### config.mk
export PLATFORM = sky130hd
export DESIGN_NAME = dda_line_rasterizer
export DESIGN_NICKNAME = d
export VERILOG_FILES = /design/src/dda_lr_pkg.sv /design/src/dda_lr_front.sv /design/src/dda_lr_queue.sv /design/src/dda_lr_back.sv /design/src/dda_line_rasterizer.sv
export SDC_FILE = /design/constraint.sdc
export NUM_CORES = 1
export LEC_CHECK = 0
export ABC_AREA = 1
export BUFFER_PORTS_ARGS = -buffer_cell sky130_fd_sc_hd__buf_2
export CORE_UTILIZATION = 44
export CTS_BUF_LIST = sky130_fd_sc_hd__clkbuf_4 sky130_fd_sc_hd__clkbuf_8 sky130_fd_sc_hd__clkbuf_16
export CTS_CLUSTER_DIAMETER = 120
export DETAILED_ROUTE_END_ITERATION = 8
export GPL_TIMING_DRIVEN = 1
export HOLD_SLACK_MARGIN = 0.02
export SLEW_MARGIN = 40
export SYNTH_ARGS = -nofsm -noshare
export SYNTH_HDL_FRONTEND = slang
export SYNTH_SLANG_ARGS = --single-unit
### constraint.sdc
create_clock -name clock -period 2.7 [get_ports clock]
set_input_delay 0.135 -clock clock [delete_from_list [all_inputs] [get_ports clock]]
set_output_delay 0.135 -clock clock [all_outputs]
set_load 0.05 [all_outputs]
### src/dda_lr_pkg.sv
// Shared types and constants of the DDA line rasterizer.
package dda_lr_pkg;

   // Fixed widths of the stream fields
   localparam int CoordW   = 6;
   localparam int ColorW   = 4;
   localparam int ReqDataW = 32;
   localparam int RspDataW = 16;

   // Queue between the front and the back
   localparam int QueueDepth = 2;
   localparam int QueuePtrW  = 1;
   localparam int QueueCntW  = 2;

   // One classified line, as it waits in the queue
   typedef struct packed {
      logic [CoordW-1:0] x_start;
      logic [CoordW-1:0] y_start;
      logic [CoordW-1:0] adx;
      logic [CoordW-1:0] ady;
      logic [CoordW-1:0] steps;
      logic              x_neg;
      logic              y_neg;
      logic [ColorW-1:0] color;
   } line_job_type;

   // Queue status seen by the front and the back
   typedef struct packed {
      logic valid;
      logic full;
   } queue_status_type;

endpackage

### src/dda_lr_front.sv
// Front end: accepts line requests and classifies them into queue entries.
module dda_lr_front
   import dda_lr_pkg::*;
#(
   parameter int COORD_BITS = 6
) (
   input  logic                req_tvalid,
   output logic                req_tready,
   input  logic [ReqDataW-1:0] req_tdata,  // x_start, y_start, x_end, y_end, line_color
   input  queue_status_type    queue_status,
   output logic                push,
   output line_job_type        job
);

   localparam logic [CoordW-1:0] CoordMask = CoordW'((1 << COORD_BITS) - 1);

   logic [CoordW-1:0] xs;
   logic [CoordW-1:0] ys;
   logic [CoordW-1:0] xe;
   logic [CoordW-1:0] ye;
   logic [CoordW-1:0] adx;
   logic [CoordW-1:0] ady;

   // Take only the low coordinate bits
   assign xs = req_tdata[CoordW-1:0] & CoordMask;
   assign ys = req_tdata[2*CoordW-1:CoordW] & CoordMask;
   assign xe = req_tdata[3*CoordW-1:2*CoordW] & CoordMask;
   assign ye = req_tdata[4*CoordW-1:3*CoordW] & CoordMask;

   // Work out magnitudes, directions and step count
   assign adx = (xe >= xs) ? (xe - xs) : (xs - xe);
   assign ady = (ye >= ys) ? (ye - ys) : (ys - ye);

   always_comb begin
      job.x_start = xs;
      job.y_start = ys;
      job.adx     = adx;
      job.ady     = ady;
      job.steps   = (adx > ady) ? adx : ady;
      job.x_neg   = xe < xs;
      job.y_neg   = ye < ys;
      job.color   = req_tdata[4*CoordW+ColorW-1:4*CoordW];
   end

   // Accept while the queue has room
   assign req_tready = !queue_status.full;
   assign push       = req_tvalid && !queue_status.full;

endmodule

### src/dda_lr_queue.sv
// Short queue of classified lines between the front and the back.
module dda_lr_queue
   import dda_lr_pkg::*;
(
   input  logic             clock,
   input  logic             reset,
   input  logic             push,
   input  line_job_type     push_job,
   input  logic             pop,
   output line_job_type     head_job,
   output queue_status_type status
);

   line_job_type           entries_ff [QueueDepth];
   logic [QueuePtrW-1:0]   wr_ptr_ff;
   logic [QueuePtrW-1:0]   wr_ptr_in;
   logic [QueuePtrW-1:0]   rd_ptr_ff;
   logic [QueuePtrW-1:0]   rd_ptr_in;
   logic [QueueCntW-1:0]   count_ff;
   logic [QueueCntW-1:0]   count_in;
   logic                   do_push;
   logic                   do_pop;

   assign status.full  = count_ff == QueueCntW'(QueueDepth);
   assign status.valid = count_ff != '0;
   assign do_push      = push && !status.full;
   assign do_pop       = pop && status.valid;
   assign head_job     = entries_ff[rd_ptr_ff];

   // Advance pointers and fill count
   always_comb begin
      wr_ptr_in = do_push ? wr_ptr_ff + 1'b1 : wr_ptr_ff;
      rd_ptr_in = do_pop ? rd_ptr_ff + 1'b1 : rd_ptr_ff;
      count_in  = count_ff;
      if (do_push && !do_pop) begin
         count_in = count_ff + 1'b1;
      end else if (do_pop && !do_push) begin
         count_in = count_ff - 1'b1;
      end
   end

   always_ff @(posedge clock) begin
      if (reset) begin
         wr_ptr_ff <= '0;
         rd_ptr_ff <= '0;
         count_ff  <= '0;
      end else begin
         wr_ptr_ff <= wr_ptr_in;
         rd_ptr_ff <= rd_ptr_in;
         count_ff  <= count_in;
      end
   end

   // Store the entry
   always_ff @(posedge clock) begin
      if (do_push) begin
         entries_ff[wr_ptr_ff] <= push_job;
      end
   end

endmodule

### src/dda_lr_back.sv
// Back end: divides out increments, walks one pixel per cycle unless stalled.
module dda_lr_back
   import dda_lr_pkg::*;
#(
   parameter int COORD_BITS = 6,
   parameter int FRAC_BITS  = 16
) (
   input  logic                clock,
   input  logic                reset,
   input  queue_status_type    queue_status,
   input  line_job_type        head_job,
   output logic                pop,
   output logic                rsp_tvalid,
   input  logic                rsp_tready,
   output logic [RspDataW-1:0] rsp_tdata,
   output logic                rsp_tlast
);

   localparam int AccW  = COORD_BITS + FRAC_BITS;
   localparam int IncW  = FRAC_BITS + 2;
   localparam int LeftW = COORD_BITS + 1;
   localparam int CntW  = $clog2(AccW);

   typedef enum logic [1:0] {
      ST_IDLE,
      ST_DIVIDE,
      ST_RUN
   } state_type;

   state_type               state_ff;
   state_type               state_in;
   logic                    rsp_valid_ff;
   logic                    rsp_valid_in;
   logic [RspDataW-1:0]     rsp_data_ff;
   logic [RspDataW-1:0]     rsp_data_in;
   logic                    rsp_last_ff;
   logic                    rsp_last_in;
   logic [LeftW-1:0]        left_ff;
   logic [LeftW-1:0]        left_in;

   logic [CntW-1:0]         cnt_ff;
   logic [CntW-1:0]         cnt_in;
   logic [COORD_BITS-1:0]   steps_ff;
   logic [COORD_BITS-1:0]   steps_in;
   logic                    x_neg_ff;
   logic                    x_neg_in;
   logic                    y_neg_ff;
   logic                    y_neg_in;
   logic [COORD_BITS-1:0]   rem_x_ff;
   logic [COORD_BITS-1:0]   rem_x_in;
   logic [COORD_BITS-1:0]   rem_y_ff;
   logic [COORD_BITS-1:0]   rem_y_in;
   logic [AccW-1:0]         num_x_ff;
   logic [AccW-1:0]         num_x_in;
   logic [AccW-1:0]         num_y_ff;
   logic [AccW-1:0]         num_y_in;
   logic [AccW-1:0]         quo_x_ff;
   logic [AccW-1:0]         quo_x_in;
   logic [AccW-1:0]         quo_y_ff;
   logic [AccW-1:0]         quo_y_in;
   logic [AccW-1:0]         x_acc_ff;
   logic [AccW-1:0]         x_acc_in;
   logic [AccW-1:0]         y_acc_ff;
   logic [AccW-1:0]         y_acc_in;
   logic [IncW-1:0]         x_inc_ff;
   logic [IncW-1:0]         x_inc_in;
   logic [IncW-1:0]         y_inc_ff;
   logic [IncW-1:0]         y_inc_in;
   logic [ColorW-1:0]       color_ff;
   logic [ColorW-1:0]       color_in;

   logic [COORD_BITS:0]     divisor;
   logic [COORD_BITS:0]     rem_sh_x;
   logic [COORD_BITS:0]     rem_sh_y;
   logic [COORD_BITS:0]     rem_sub_x;
   logic [COORD_BITS:0]     rem_sub_y;
   logic                    ge_x;
   logic                    ge_y;
   logic [AccW-1:0]         quo_next_x;
   logic [AccW-1:0]         quo_next_y;
   logic                    out_free;
   logic [CoordW-1:0]       pix_x;
   logic [CoordW-1:0]       pix_y;

   // One restoring division step for each axis, sharing the divisor
   assign divisor    = {1'b0, steps_ff};
   assign rem_sh_x   = {rem_x_ff, num_x_ff[AccW-1]};
   assign rem_sh_y   = {rem_y_ff, num_y_ff[AccW-1]};
   assign ge_x       = rem_sh_x >= divisor;
   assign ge_y       = rem_sh_y >= divisor;
   assign rem_sub_x  = ge_x ? rem_sh_x - divisor : rem_sh_x;
   assign rem_sub_y  = ge_y ? rem_sh_y - divisor : rem_sh_y;
   assign quo_next_x = {quo_x_ff[AccW-2:0], ge_x};
   assign quo_next_y = {quo_y_ff[AccW-2:0], ge_y};

   // Output slot free when empty or being taken
   assign out_free = !rsp_valid_ff || rsp_tready;
   assign pix_x    = CoordW'(x_acc_ff[AccW-1:FRAC_BITS]);
   assign pix_y    = CoordW'(y_acc_ff[AccW-1:FRAC_BITS]);
   assign pop      = (state_ff == ST_IDLE) && queue_status.valid;

   always_comb begin
      state_in     = state_ff;
      rsp_valid_in = rsp_valid_ff && !rsp_tready;
      rsp_data_in  = rsp_data_ff;
      rsp_last_in  = rsp_last_ff;
      left_in      = left_ff;
      cnt_in       = cnt_ff;
      steps_in     = steps_ff;
      x_neg_in     = x_neg_ff;
      y_neg_in     = y_neg_ff;
      rem_x_in     = rem_x_ff;
      rem_y_in     = rem_y_ff;
      num_x_in     = num_x_ff;
      num_y_in     = num_y_ff;
      quo_x_in     = quo_x_ff;
      quo_y_in     = quo_y_ff;
      x_acc_in     = x_acc_ff;
      y_acc_in     = y_acc_ff;
      x_inc_in     = x_inc_ff;
      y_inc_in     = y_inc_ff;
      color_in     = color_ff;

      case (state_ff)
         ST_IDLE: begin
            // Load the next line from the queue
            if (queue_status.valid) begin
               x_acc_in = {head_job.x_start[COORD_BITS-1:0], {FRAC_BITS{1'b0}}};
               y_acc_in = {head_job.y_start[COORD_BITS-1:0], {FRAC_BITS{1'b0}}};
               num_x_in = {head_job.adx[COORD_BITS-1:0], {FRAC_BITS{1'b0}}};
               num_y_in = {head_job.ady[COORD_BITS-1:0], {FRAC_BITS{1'b0}}};
               rem_x_in = '0;
               rem_y_in = '0;
               quo_x_in = '0;
               quo_y_in = '0;
               cnt_in   = CntW'(AccW - 1);
               steps_in = head_job.steps[COORD_BITS-1:0];
               x_neg_in = head_job.x_neg;
               y_neg_in = head_job.y_neg;
               color_in = head_job.color;
               left_in  = {1'b0, head_job.steps[COORD_BITS-1:0]} + LeftW'(1);
               x_inc_in = '0;
               y_inc_in = '0;
               // A zero-length line skips the division
               if (head_job.steps == '0) begin
                  state_in = ST_RUN;
               end else begin
                  state_in = ST_DIVIDE;
               end
            end
         end

         ST_DIVIDE: begin
            // Shift one quotient bit per cycle
            rem_x_in = rem_sub_x[COORD_BITS-1:0];
            rem_y_in = rem_sub_y[COORD_BITS-1:0];
            num_x_in = {num_x_ff[AccW-2:0], 1'b0};
            num_y_in = {num_y_ff[AccW-2:0], 1'b0};
            quo_x_in = quo_next_x;
            quo_y_in = quo_next_y;
            cnt_in   = cnt_ff - 1'b1;
            if (cnt_ff == '0) begin
               // Apply the direction to the truncated quotients
               x_inc_in = x_neg_ff ? {IncW{1'b0}} - {1'b0, quo_next_x[FRAC_BITS:0]}
                                   : {1'b0, quo_next_x[FRAC_BITS:0]};
               y_inc_in = y_neg_ff ? {IncW{1'b0}} - {1'b0, quo_next_y[FRAC_BITS:0]}
                                   : {1'b0, quo_next_y[FRAC_BITS:0]};
               state_in = ST_RUN;
            end
         end

         ST_RUN: begin
            // Emit the current pixel, then advance the position
            if (out_free) begin
               rsp_valid_in = 1'b1;
               rsp_data_in  = {color_ff, pix_y, pix_x};
               rsp_last_in  = left_ff == LeftW'(1);
               x_acc_in     = x_acc_ff + {{(AccW-IncW){x_inc_ff[IncW-1]}}, x_inc_ff};
               y_acc_in     = y_acc_ff + {{(AccW-IncW){y_inc_ff[IncW-1]}}, y_inc_ff};
               left_in      = left_ff - 1'b1;
               if (left_ff == LeftW'(1)) begin
                  state_in = ST_IDLE;
               end
            end
         end

         default: begin
            state_in = ST_IDLE;
         end
      endcase
   end

   // Hold state and registered outputs
   always_ff @(posedge clock) begin
      if (reset) begin
         state_ff     <= ST_IDLE;
         rsp_valid_ff <= 1'b0;
         left_ff      <= '0;
      end else begin
         state_ff     <= state_in;
         rsp_valid_ff <= rsp_valid_in;
         rsp_data_ff  <= rsp_data_in;
         rsp_last_ff  <= rsp_last_in;
         left_ff      <= left_in;
      end
   end

   // Datapath registers
   always_ff @(posedge clock) begin
      cnt_ff   <= cnt_in;
      steps_ff <= steps_in;
      x_neg_ff <= x_neg_in;
      y_neg_ff <= y_neg_in;
      rem_x_ff <= rem_x_in;
      rem_y_ff <= rem_y_in;
      num_x_ff <= num_x_in;
      num_y_ff <= num_y_in;
      quo_x_ff <= quo_x_in;
      quo_y_ff <= quo_y_in;
      x_acc_ff <= x_acc_in;
      y_acc_ff <= y_acc_in;
      x_inc_ff <= x_inc_in;
      y_inc_ff <= y_inc_in;
      color_ff <= color_in;
   end

   assign rsp_tvalid = rsp_valid_ff;
   assign rsp_tdata  = rsp_data_ff;
   assign rsp_tlast  = rsp_last_ff;

endmodule

### src/dda_line_rasterizer.sv
// Top level of the DDA line rasterizer: front end, line queue and pixel back end.
//
//  channel | direction | transaction      | payload
//  req_    | in        | one line request | tdata: x_start, y_start, x_end, y_end, line_color
//  rsp_    | out       | one pixel        | tdata: pixel_x, pixel_y, pixel_color; tlast
//
// A line is loaded from the queue, divided in the shared-divisor restoring divider
// (skipped for a zero-length line), then walked one pixel at a time, steps+1 pixels
// in all, held while rsp_ stalls; the divider sets the start-up of each line.
// Requests are taken while the two-entry queue has room, also while the back end runs.
// Reset is synchronous and empties the queue and the output register.
// A stalled rsp_ holds the pixel and the back end; the front keeps filling the queue.
module dda_line_rasterizer
   import dda_lr_pkg::*;
#(
   parameter int COORD_BITS = 6,
   parameter int FRAC_BITS  = 16
) (
   input  logic                clock,
   input  logic                reset,
   input  logic                req_tvalid,
   output logic                req_tready,
   input  logic [ReqDataW-1:0] req_tdata,  // x_start, y_start, x_end, y_end, line_color, 0
   output logic                rsp_tvalid,
   input  logic                rsp_tready,
   output logic [RspDataW-1:0] rsp_tdata,  // pixel_x, pixel_y, pixel_color
   output logic                rsp_tlast
);

   queue_status_type queue_status;
   line_job_type     push_job;
   line_job_type     head_job;
   logic             push;
   logic             pop;

   // Classify requests
   dda_lr_front #(
      .COORD_BITS (COORD_BITS)
   ) u_front (
      .req_tvalid   (req_tvalid),
      .req_tready   (req_tready),
      .req_tdata    (req_tdata),
      .queue_status (queue_status),
      .push         (push),
      .job          (push_job)
   );

   // Decouple front and back
   dda_lr_queue u_queue (
      .clock    (clock),
      .reset    (reset),
      .push     (push),
      .push_job (push_job),
      .pop      (pop),
      .head_job (head_job),
      .status   (queue_status)
   );

   // Divide and walk the line
   dda_lr_back #(
      .COORD_BITS (COORD_BITS),
      .FRAC_BITS  (FRAC_BITS)
   ) u_back (
      .clock        (clock),
      .reset        (reset),
      .queue_status (queue_status),
      .head_job     (head_job),
      .pop          (pop),
      .rsp_tvalid   (rsp_tvalid),
      .rsp_tready   (rsp_tready),
      .rsp_tdata    (rsp_tdata),
      .rsp_tlast    (rsp_tlast)
   );

endmodule

---- Word level (Yosys, flattened, before mapping) ----
Memory sizes are Yosys's and may differ from the RTL's. A register that Yosys moved wholly into a read port is not among the register bits.
Index checks and enable logic that the tools add are counted.
cells by class
  add/sub/neg operators ................... 17
  multiply operators ...................... 0
  divide/modulo/power cells ............... 0
  order comparisons ....................... 7
  equal/unequal tests ..................... 8
  shift operators ......................... 0
  mux-type cells .......................... 47
  bitwise gates (word level) .............. 1
  reductions and logical operators ........ 26
operators by type and width
  operator                                                number
  one-hot mux 22 bit (2 select lines)                     4
  two-way mux 22 bit                                      6
  two-way mux 18 bit                                      5
  one-hot mux 18 bit (2 select lines)                     2
  one-hot mux 16 bit (2 select lines)                     2
  adder 22 bit                                            2
  two-way mux 6 bit                                       6
  subtractor 1 x 17 -> 18 bit (first input constant)      2
  subtractor 6 bit                                        6
  one-hot mux 6 bit (2 select lines)                      2
  two-way mux 16 bit                                      1
  >= comparator 7 x 6 -> 1 bit                            2
  two-way mux 2 bit                                       7
  two-way mux 7 bit                                       2
  one-hot mux 7 bit (2 select lines)                      1
  >= comparator 6 bit                                     2
  < comparator 6 bit                                      2
  one-hot mux 5 bit (2 select lines)                      1
  AND reduction 3 bit                                     3
  inequality test 2 x 1 -> 1 bit (second input constant)  4
  nonzero test 2 bit                                      4
  adder 6 x 1 -> 7 bit (second input constant)            1
  equality test 7 x 1 -> 1 bit (second input constant)    1
  logical AND 1 bit                                       7
  other kinds (19)                                        31
storage, ports and cells
  register bits after elaboration ......... 216
  latch bits .............................. 0
  bits in writable memories ............... 72
  ROM bits ................................ 0
  input bits .............................. 36
  output and inout port bits .............. 19
  word-level logic and storage cells ...... 130
  memories kept ........................... 1
memory list
  memory              words  bits a word  read ports  clocked after memory_dff  wr ports  line                text
  u_queue.entries_ff  2      36           1           1                         1         dda_lr_queue.sv:14  line_job_type entries_ff [QueueDepth];

---- Logic depth before layout (Yosys ltp) ----
  depth in word-level cells ............... 8
  depth in mapped cells ................... 22
  gate-level depth less buffers ........... 21

---- Modules after synthesis ----
A second synthesis with hierarchy kept.
second synthesis, totals
  cells, all modules ...................... 1,752
  area total of the unflattened synthesis .. 15,542.4 sq um
modules (own cells, without submodules)
  module        instances  cells each  area an instance (sq um)  seq. area each (sq um)
  dda_lr_back   1          1,333       10,928.0                  5,305.1
  dda_lr_queue  1          149         2,995.4                   2,262.2
  dda_lr_front  1          270         1,619.1                   0.0

---- Worst setup path before layout ----
OpenSTA, ideal clock, no wires.
  kind .................................... register -> register
  start point ............................. register u_queue.count_ff[0]
  end point ............................... memory u_queue.entries_ff[1][0] (netlist bit), enable pin
  setup time .............................. 431 ps
  data arrival time ....................... 2,493 ps
  slack ................................... -224 ps
  cell stages (with the launch flop) ...... 5
  path buffers ............................ 0
  period minus slack after synthesis ...... 2,924 ps
  cells stage by stage .................... dfxtp_1 -> inv_1 -> nand2_1 -> nand2_1 -> nor2_1
between the ends
  longest elaborated chain between the ends .. 6
RTL lines
  item                                       line                       text
  from (decl)                                dda_lr_queue.sv:19         logic [QueueCntW-1:0] count_ff;
  from (signal assigned)                     dda_lr_queue.sv:50         count_ff <= count_in;
  equality test 2 bit *                      dda_lr_queue.sv:24         assign status.full = count_ff == QueueCntW'(QueueDepth);
  logical NOT 1 bit *                        n/a
  net req_tready                             dda_line_rasterizer.sv:22  output logic req_tready,
  logical AND 1 bit                          dda_lr_front.sv:47         assign push = req_tvalid && !queue_status.full;
  logical AND 1 bit *                        dda_lr_queue.sv:26         assign do_push = push && !status.full;
  two-way mux 1 bit *                        dda_lr_queue.sv:56         if (do_push) begin
  two-way mux 1 bit (not written as such) *  dda_lr_queue.sv:57         entries_ff[wr_ptr_ff] <= push_job;
  to (decl)                                  dda_lr_queue.sv:14
The timed path passes the listed nets; every way through them passes the cells marked *.

==> results_dict.tcl <==
set metrics [dict create \
    fin_crit_sh 0.948 \
    synth_area_leaders "edfxtp_1 (49%), nand2_1 (10%), ha_1 (7.6%)" \
    chipHeight_um 186 \
    synth_top_area_cell "edfxtp_1" \
    ios 55 \
    synth_area_um2 14900 \
    cts.htree.levels 1 \
    ys_warn_count 0 \
    netlist.area_leader.share 0.487 \
    fin_tns_setup_ns 0 \
    dr.pass1.iters 5 \
    grt_max_degree 57 \
    gp_routability_congestion 0.915 \
    synth_common_cells "nand2_1 (399), edfxtp_1 (242), inv_1 (239)" \
    wl_per_cell_um 14.5 \
    cts_buffer_depth 3 \
    ys_seq_area_frac 0.507 \
    worstHoldPathType "primary input to register" \
    drv_cap 0 \
    dpl.cell_count 2251 \
    drc_errors 0 \
    hold_path.startpoint "req_tvalid" \
    start_util 0.446 \
    grt_pass1_wl_mm 54.8 \
    p_leak_nw 7.70 \
    layout_setup_ws_ns 0.140 \
    routed_wl_mm 33.6 \
    viasPerCell 5.01 \
    cp_max_fo 7 \
    die_area_um2 34600 \
    hold_viol_final 0 \
    synth_nets 1846 \
    stdcell_count 2321 \
    io_buffers 50 \
    drive_gt1_frac 0.131 \
    cts_sinks 257 \
    endpoint_kind "register" \
    r2r_start "u_back.rem_x_ff[0]$_SDFFCE_PN0P_" \
    die_w_um 186 \
    grt_pass1_vias 11300 \
    fmax_mhz 391 \
    critical_path_class "primary input to register" \
    antenna_found_initial 0 \
    cts.clk_slew.worst_paths_ns 0.06 \
    cts_buffers 28 \
    required_ns 3.09 \
    cp-start-kind "primary input" \
    core_um2 33400 \
    synth-edff-count 242 \
    netlist_instances 1711 \
    max_slew_margin 0.448 \
    pre_cts_ws_ns -0.316 \
    antenna_left 0 \
    rows 67 \
    setup_viol 0 \
    place_hpwl_mm 24.0 \
    vias 11600 \
    powerDensity_nw_per_um2 1300 \
    overflow 0 \
    ys.flop_type "edfxtp_1" \
    worstMarginPinSlew_ns 0.819 \
    grt.total_usage 0.198 \
    cts-root-buf "clkbuf_16" \
    startpoint "req_tdata[2]" \
    synth_most_common_cell "nand2_1" \
    avgSynthCellArea_um2 8.72 \
    syn_to_final_growth_pct 17.0 \
    ys_ff_latch 257 \
    synthArstFlopShare 0 \
    nets 1988 \
    cts_tree "done" \
    status "complete, no violations" \
    drt_iter0_markers 691 \
    synth_cell_types 51 \
    clkLatencyLatePin_ns 0.54 \
    slew_viol_final 0 \
    num_antenna_cells 0 \
    vdd_drop_max_mv 0.627 \
    finalCriticalPeriod_ns 2.56 \
    skew_ns 0.0126 \
    cp.arrival_ns 2.95 \
]
per-stage QoR:
step	utilization	hold slack, ns	power (mW)	area [um2]
detailed placement	0.484	0.330	18.6	16200
floorplan	-	0.197	15.7	14900
global route	0.522	0.0736	24.7	17500
global placement	0.484	0.324	18.4	16200
CTS	0.517	0.0341	22.5	17300
finish	0.522	0.0506	22.6	17500
layout make-up:
cell class                 count  area (um2)
fill                        3106       16000
sequential                   257        7570
multi-input combinational   1173        6440
timing repair buffer         146        1030
inverter                     247         932
clock buffer                  39         801
tap                          448         561
clock inverter                11         123
sequential cells by signal (all words and copies together) (netlist names), 2 cells and up, named ones only:
register,count
u_back.quo_x_ff,16
u_back.num_y_ff,6
u_queue.entries_ff,72
u_back.x_inc_ff,18
u_back.x_acc_ff,22
u_back.steps_ff,6
u_back.color_ff,4
u_back.num_x_ff,6
u_back.quo_y_ff,16
u_back.left_ff,7
u_back.state_ff,2
u_back.rem_x_ff,6
u_back.y_inc_ff,18
u_back.rsp_tdata,16
u_queue.count_ff,2
u_back.y_acc_ff,22
u_back.rem_y_ff,6
u_back.cnt_ff,5
critical path, stage by stage:
cell and delay, ns:
buf_2 0.11, dlygate4sd3_1 0.56, buf_4 0.15, ha_1 0.23, a21o_1 0.18, nand2_1 0.06, nand3_1 0.08, xor2_1 0.16
nand2_1 0.08, nand2_2 0.08, ha_4 0.27, nand2_1 0.07, nor2_2 0.09, o21ai_0 0.09, o211ai_1 0.15, o21ai_4 0.14
buf_4 0.17, o21ai_2 0.14
placed cells by master, fill, tap and decap left out, types with 6 or more instances in the layout:
cell type / instances
nand2_1: 393
edfxtp_1: 242
inv_1: 233
nor2_1: 225
a21oi_1: 142
nand3_1: 86
ha_1: 84
buf_4: 77
o21ai_0: 75
buf_2: 50
clkbuf_16: 29
xor2_1: 23
nand4_1: 18
dlygate4sd3_1: 18
dfxtp_1: 15
inv_2: 11
nand2_2: 11
clkbuf_4: 10
xnor2_1: 9
nor2_2: 8
fa_1: 8
nor2_4: 7
clkinv_2: 7
nand3b_1: 7
a21o_1: 6
o21a_1: 6
nor3_1: 6
ha_4: 6
layer usage:
metal	vias up	global-route usage	share of wire
li1	5966	-	-
met1	5381	0.272	0.47
met2	237	0.332	0.47
met3	41	0.0211	0.040
met4	0	0.0538	0.018
met5	-	0	0
kinds of logic after synthesis:
kind of cell / after synthesis / synth area share
adders and majority gates: 99 / 0.0871
buffers and inverters: 281 / 0.0740
xor gates and xnor gates: 32 / 0.0188
AOI/OAI and AO/OA: 266 / 0.0992
DFF: 257 / 0.507
and+or+nand+nor: 776 / 0.214
path summary, 6_finish.rpt:
| check | to | slack [ns] | cells past startpoint |
|---|---|---|---|
| worst max-delay path | u_queue.entries_ff[1][8]$_DFFE_PP_ | 0.14 | 18 |
| worst min-delay path | u_queue.wr_ptr_ff$_SDFFE_PP0P_ | 0.05 | 4 |
| worst max register to register | u_back.x_inc_ff[16]$_SDFFCE_PN0P_ | 0.20 | 16 |
| worst min register to register | u_back.rsp_tdata[15]$_DFFE_PP_ | 0.43 | 0 |
repair_timing:
action / in CTS / in global routing
resized for setup: 1 / 33
setup buffers: 0 / 2
hold endpoints to repair: 36 / 0
endpoints found under the setup margin: 2 / 19
hold buffers: 18 / 0
pin swaps: 0 / 13
where the power goes:
| group | switching [mW] | leakage [nW] | internal [mW] |
|---|---|---|---|
| Clock | 1.54 | 0.468 | 2.27 |
| Sequential | 0.871 | 2.45 | 6.66 |
| Combinational | 7.48 | 4.78 | 3.80 |
No activity file was read; power rests on OpenSTA's default activity.
